===== config.mk =====
export PLATFORM = sky130hd
export DESIGN_NAME = sorted_priority_queue_core
export DESIGN_NICKNAME = d
export VERILOG_FILES = /design/src/hw/rtl/spq_pkg.sv /design/src/hw/rtl/sorted_priority_queue_core.sv /design/src/hw/rtl/spq_cell.sv
export SDC_FILE = /design/constraint.sdc
export NUM_CORES = 1
export LEC_CHECK = 0
export BUFFER_PORTS_ARGS = -buffer_cell sky130_fd_sc_hd__buf_2
export CAP_MARGIN = 25
export CORE_MARGIN = 5
export CORE_UTILIZATION = 36
export CTS_BUF_LIST = sky130_fd_sc_hd__clkbuf_8 sky130_fd_sc_hd__clkbuf_16
export CTS_CLUSTER_SIZE = 20
export DETAILED_ROUTE_END_ITERATION = 8
export HOLD_SLACK_MARGIN = 0.08
export PLACE_DENSITY = 0.58
export SYNTH_ARGS = -nofsm -noshare
export SYNTH_HDL_FRONTEND = slang
export SYNTH_SLANG_ARGS = --single-unit

===== constraint.sdc =====
create_clock -name clock -period 6.9 [get_ports clock]
set_input_delay 1.725 -clock clock [delete_from_list [all_inputs] [get_ports clock]]
set_output_delay 1.725 -clock clock [all_outputs]
set_load 0.05 [all_outputs]

===== src/hw/rtl/spq_pkg.sv =====
`timescale 1ns / 1ps

package spq_pkg;

   localparam int QUEUE_DEPTH   = 16;
   localparam int VALUE_BITS    = 16;
   localparam int PRIORITY_BITS = 8;
   localparam int COUNT_BITS    = $clog2(QUEUE_DEPTH + 1);

   typedef enum logic [0:0] {
      OP_INSERT = 1'b0,
      OP_REMOVE = 1'b1
   } op_type;

   typedef enum logic [1:0] {
      ST_DONE  = 2'd0,
      ST_FULL  = 2'd1,
      ST_EMPTY = 2'd2
   } status_type;

   typedef struct packed {
      op_type                     operation;
      logic [VALUE_BITS-1:0]      item_value;
      logic [PRIORITY_BITS-1:0]   item_priority;
   } req_type;

   typedef struct packed {
      status_type                 status;
      logic [VALUE_BITS-1:0]      head_value;
      logic [PRIORITY_BITS-1:0]   head_priority;
      logic [COUNT_BITS-1:0]      occupancy;
   } rsp_type;

   typedef struct packed {
      logic [VALUE_BITS-1:0]      value;
      logic [PRIORITY_BITS-1:0]   prio;
   } entry_type;

   typedef struct packed {
      logic                       insert;
      logic                       remove;
      entry_type                  new_entry;
   } cell_ctrl_type;

endpackage


===== src/hw/rtl/sorted_priority_queue_core.sv =====
`timescale 1ns / 1ps

// The result word appears on rsp_word with rsp_strobe in the cycle after start is taken.
// Throughput: one insert or remove per cycle while busy is low; every cell compares and shifts in that cycle.
// The receiver cannot stall, so rsp_strobe is shown for exactly one cycle per result.
// Reset (synchronous, active high) empties the queue; busy is registered high under reset
// and clears once reset is released. Entries hold no reset value and are read only below the count.
module sorted_priority_queue_core (
   input  logic             clock,
   input  logic             reset,
   input  logic             start,
   output logic             busy,
   input  spq_pkg::req_type req_word,
   output logic             rsp_strobe,
   output spq_pkg::rsp_type rsp_word
);

   logic                              busy_ff;
   logic [spq_pkg::COUNT_BITS-1:0]    count_ff;
   logic [spq_pkg::COUNT_BITS-1:0]    count_in;
   logic                              rsp_strobe_ff;
   spq_pkg::rsp_type                  rsp_word_ff;
   spq_pkg::rsp_type                  rsp_word_in;
   spq_pkg::cell_ctrl_type            ctrl;
   spq_pkg::entry_type                cell_entry [spq_pkg::QUEUE_DEPTH];
   logic [spq_pkg::QUEUE_DEPTH-1:0]   cell_behind;
   logic                              accept;
   logic                              full;
   logic                              empty;

   assign accept = start && !busy_ff;
   assign full   = (count_ff == spq_pkg::COUNT_BITS'(spq_pkg::QUEUE_DEPTH));
   assign empty  = (count_ff == '0);

   always_comb begin
      ctrl.insert             = accept && (req_word.operation == spq_pkg::OP_INSERT) && !full;
      ctrl.remove             = accept && (req_word.operation == spq_pkg::OP_REMOVE) && !empty;
      ctrl.new_entry.value    = req_word.item_value;
      ctrl.new_entry.prio     = req_word.item_priority;
   end

   genvar i;
   generate
      for (i = 0; i < spq_pkg::QUEUE_DEPTH; i++) begin : gen_cell
         logic               left_behind;
         spq_pkg::entry_type left_entry;
         spq_pkg::entry_type right_entry;

         if (i == 0) begin : gen_head
            assign left_behind = 1'b1;
            assign left_entry  = ctrl.new_entry;
         end else begin : gen_body
            assign left_behind = cell_behind[i-1];
            assign left_entry  = cell_entry[i-1];
         end

         if (i == spq_pkg::QUEUE_DEPTH - 1) begin : gen_tail
            assign right_entry = cell_entry[i];
         end else begin : gen_inner
            assign right_entry = cell_entry[i+1];
         end

         spq_cell u_cell (
            .clock       (clock),
            .ctrl        (ctrl),
            .occupied    (spq_pkg::COUNT_BITS'(i) < count_ff),
            .left_behind (left_behind),
            .left_entry  (left_entry),
            .right_entry (right_entry),
            .behind      (cell_behind[i]),
            .entry       (cell_entry[i])
         );
      end
   endgenerate

   always_comb begin
      count_in = count_ff;
      if (ctrl.insert) begin
         count_in = count_ff + spq_pkg::COUNT_BITS'(1);
      end else if (ctrl.remove) begin
         count_in = count_ff - spq_pkg::COUNT_BITS'(1);
      end

      rsp_word_in.status        = spq_pkg::ST_DONE;
      rsp_word_in.head_value    = '0;
      rsp_word_in.head_priority = '0;
      rsp_word_in.occupancy     = count_in;
      case (req_word.operation)
         spq_pkg::OP_INSERT: begin
            if (full) begin
               rsp_word_in.status = spq_pkg::ST_FULL;
            end
         end
         spq_pkg::OP_REMOVE: begin
            if (empty) begin
               rsp_word_in.status = spq_pkg::ST_EMPTY;
            end else begin
               rsp_word_in.head_value    = cell_entry[0].value;
               rsp_word_in.head_priority = cell_entry[0].prio;
            end
         end
         default: begin
            rsp_word_in.status = spq_pkg::ST_DONE;
         end
      endcase
   end

   always_ff @(posedge clock) begin
      if (reset) begin
         busy_ff       <= 1'b1;
         count_ff      <= '0;
         rsp_strobe_ff <= 1'b0;
      end else begin
         busy_ff       <= 1'b0;
         count_ff      <= count_in;
         rsp_strobe_ff <= accept;
      end
   end

   always_ff @(posedge clock) begin
      if (accept) begin
         rsp_word_ff <= rsp_word_in;
      end
   end

   assign busy       = busy_ff;
   assign rsp_strobe = rsp_strobe_ff;
   assign rsp_word   = rsp_word_ff;

endmodule


===== src/hw/rtl/spq_cell.sv =====
`timescale 1ns / 1ps

module spq_cell (
   input  logic                  clock,
   input  spq_pkg::cell_ctrl_type ctrl,
   input  logic                  occupied,
   input  logic                  left_behind,
   input  spq_pkg::entry_type    left_entry,
   input  spq_pkg::entry_type    right_entry,
   output logic                  behind,
   output spq_pkg::entry_type    entry
);

   spq_pkg::entry_type entry_ff;
   spq_pkg::entry_type entry_in;

   // The new word goes behind this cell when the cell holds an entry whose
   // priority is at least as large as the new one.
   assign behind = occupied && (entry_ff.prio >= ctrl.new_entry.prio);
   assign entry  = entry_ff;

   always_comb begin
      entry_in = entry_ff;
      if (ctrl.insert && !behind) begin
         entry_in = left_behind ? ctrl.new_entry : left_entry;
      end else if (ctrl.remove) begin
         entry_in = right_entry;
      end
   end

   always_ff @(posedge clock) begin
      entry_ff <= entry_in;
   end

endmodule


==> metrics.cfg <==
[status]
status = completed

[global_route]
grt_max_degree = 50
grt_pass1_vias = 15600
grt_overflow_total = 0
grt_pass1_wl_um = 91100
grt_use_total_pct = 15.9
antenna_found_initial = 0

[drt]
dr.pass1.iters = 5
num_vias = 15638
drt_iter0_markers = 1144
via_per_inst = 5.20
wire_per_inst_um = 19.2
drc = 0
ant_nets = 0
routed_wl_um = 57500

[sta]
rsz0062_at_grt = false
tightest_slew_ps = 1080
fmax_mhz = 209
max-slew-margin-rel_pct = 27.5
fin_worst_skew_ps = 17.9
fin_crit_sh_pct = 69.5
tns_ps = 0
finalHoldViolations = 0
fin_crit_ps = 4800
fin_ws_ps = 2100
slew_violations = 0
setup_violations = 0

[cts]
clock_path_buffers = 3
cts_root_buf = clkbuf_16
holdBufCountCts = 0
cts_max_level = 2
cts_resized = 0
cts_sinks = 422
cts_tree = yes
cts_buffers = 48
clk_pin_slew_ps = 50
clk_latency_ps = 580
postCtsSetupBuffers = 0

[floorplanning]
die_h_um = 267
ioPinCount = 61
rows = 94
start_util_pct = 36.2
die_w_um = 267
dieArea_um2 = 71200
core_um2 = 65600

[finish]
drive_above_1_share_pct = 12.0
nets = 2267
areaGrowthSynthToFinish_pct = 11.4
diodes = 0

[worst_setup_path]
crit_path_start_kind = input pin
crit_top_cell = nand2_1
crit_family = buffers and inverters
critPathKind = input pin to flip-flop
endpoint_kind = flip-flop
critPathMaxStageDelay_ps = 700
cp.arrival_ps = 4880
required_ps = 6990
worst-path-buf-inv = 3
cp_max_fo = 49
crit_slowest_cell = nand2_1
path_cells = buf_2 > inv_1 > ha_1 > nand2_1 > a211o_1 > o311ai_4 > buf_4 > nand2_1

[hold_path]
hp-class = flip-flop to flip-flop

[logic_synthesis]
ys_top_cells_by_area = edfxtp_1, mux2i_1, ha_1
synth.net_count = 2246
netlist_area_um2 = 23800
synthCells = 2086
yosys.area.top_type_share_pct = 52.4
synth_edf_count = 415
synth_cell_types = 54
ys_ff_latch = 422
ys_warn_count = 0
yosysSeqAreaShare_pct = 53.0
syn_area_per_cell_um2 = 11.4
async_flop_share_pct = 0
synth_area_leader_cell = edfxtp_1
synthFlopType = edfxtp_1

[place]
globalplace.congestion = 0.862
port_buffers = 60
dp_hpwl_um = 41700
pre_cts_ws_ps = 1560

[power]
ir_drop_mv = 0.157
power.leakage_nw = 9.78
power.density_nw_per_um2 = 230

[run]
drv_cap = 0

==> cell families after synthesis <==
family / synth area share, %
fa+ha+maj: 6.95
flops: 53.0
compound gates: 11.5
buf+inv: 3.66
xor+xnor: 0.147
mux: 16.1
simple gates: 8.61
==> per-stage QoR <==
| stage | total power [W] | std cells | hold WS (ps) | cell area [µm²] | utilization (%) |
|---|---|---|---|---|---|
| 5_1_grt | 0.00635 | 3005 | 571 | 26500 | 40.3 |
| 4_1_cts | 0.00614 | 3001 | 552 | 26400 | 40.2 |
| 2_1_floorplan | 0.00354 | 2086 | 516 | 23800 | - |
| 3_5_place_dp | 0.00376 | 2917 | 532 | 24900 | 38.0 |
| 6_report | 0.00608 | 3005 | 550 | 26500 | 40.3 |
| 3_3_place_gp | 0.00374 | 2916 | 527 | 24900 | 37.9 |
==> power by group <==
part           switching (W)  internal (W)  total [W]
Combinational       0.000427      0.000235   0.000662
Clock                0.00104       0.00134    0.00237
Sequential         0.0000797       0.00297    0.00305
Total                0.00154       0.00454    0.00608
==> synth_stat cells (3+ instances only) <==
library cell / number
dfxtp_1: 7
edfxtp_1: 415
nor2_1: 88
mux2_4: 19
mux2i_1: 329
and2_1: 25
ha_1: 132
clkbuf_1: 53
nor2_2: 7
o21ai_0: 285
nand2b_1: 23
nand2_1: 307
a21oi_1: 139
buf_2: 68
o21ai_1: 27
a21o_1: 5
inv_1: 40
mux2_2: 22
buf_4: 12
buf_6: 8
nor2b_1: 5
nand4_1: 15
a2111o_1: 10
a31oi_1: 3
==> worst reg2reg max path: stages, from the launching register on <==
cell	delay (ps)
dfxtp_1	620
inv_1	270
ha_1	340
a311oi_4	810
buf_4	350
o21ai_2	80
buf_4	270
nand2_1	770
==> per-layer routing <==
layer	part of all wire, %	GRT usage (%)
met1	48	22.6
met3	4.3	2.35
met4	2.6	4.64
met5	0	0
met2	45	25.3
==> layout by cell type, fill, tap and decap left out, types with 4 or more instances in the layout <==
cell type and count:
a2111o_1 10, nor2_1 86, buf_2 60, o21ai_0 281, dfxtp_1 7, clkinv_2 9, mux2i_1 329, ha_1 132
o21ai_2 9, a21o_1 5, a21oi_1 137, clkinvlp_4 4, mux2_2 22, nand4_1 15, inv_1 51, and2_1 25
buf_4 47, nand2_1 307, nor2_2 9, o21ai_1 22, clkinv_1 7, edfxtp_1 415, clkbuf_16 48, buf_16 5
nand2b_1 23, nor2b_1 5, mux2_4 19
==> registers in the layout, summed over array words and instances (netlist names) <==
register	count
gen_cell.u_cell.entry	384
rsp_word	31
count_ff	5
busy	1
rsp_strobe	1
==> layout make-up <==
type,count,area [µm²]
clock buffers,48,1200
clock inverters,36,236
fillers,6233,39200
inverters,40,150
multi-input cells,1483,10400
flip-flops and latches,422,12600
well taps,864,1080
repair buffers,112,791
==> final timing paths <==
check	depth (start not counted)	slack (ps)	to	start
setup reg to reg	7	3020	gen_cell[8].u_cell.entry[0]$_DFFE_PP_	count_ff[1]$_SDFF_PP0_
hold / removal	2	550	gen_cell[13].u_cell.entry[23]$_DFFE_PP_	gen_cell[14].u_cell.entry[23]$_DFFE_PP_
setup / recovery	8	2100	gen_cell[1].u_cell.entry[13]$_DFFE_PP_	req_word[7]
hold reg to reg	2	550	gen_cell[13].u_cell.entry[23]$_DFFE_PP_	gen_cell[14].u_cell.entry[23]$_DFFE_PP_
No activity file was read; power rests on OpenSTA's default activity.
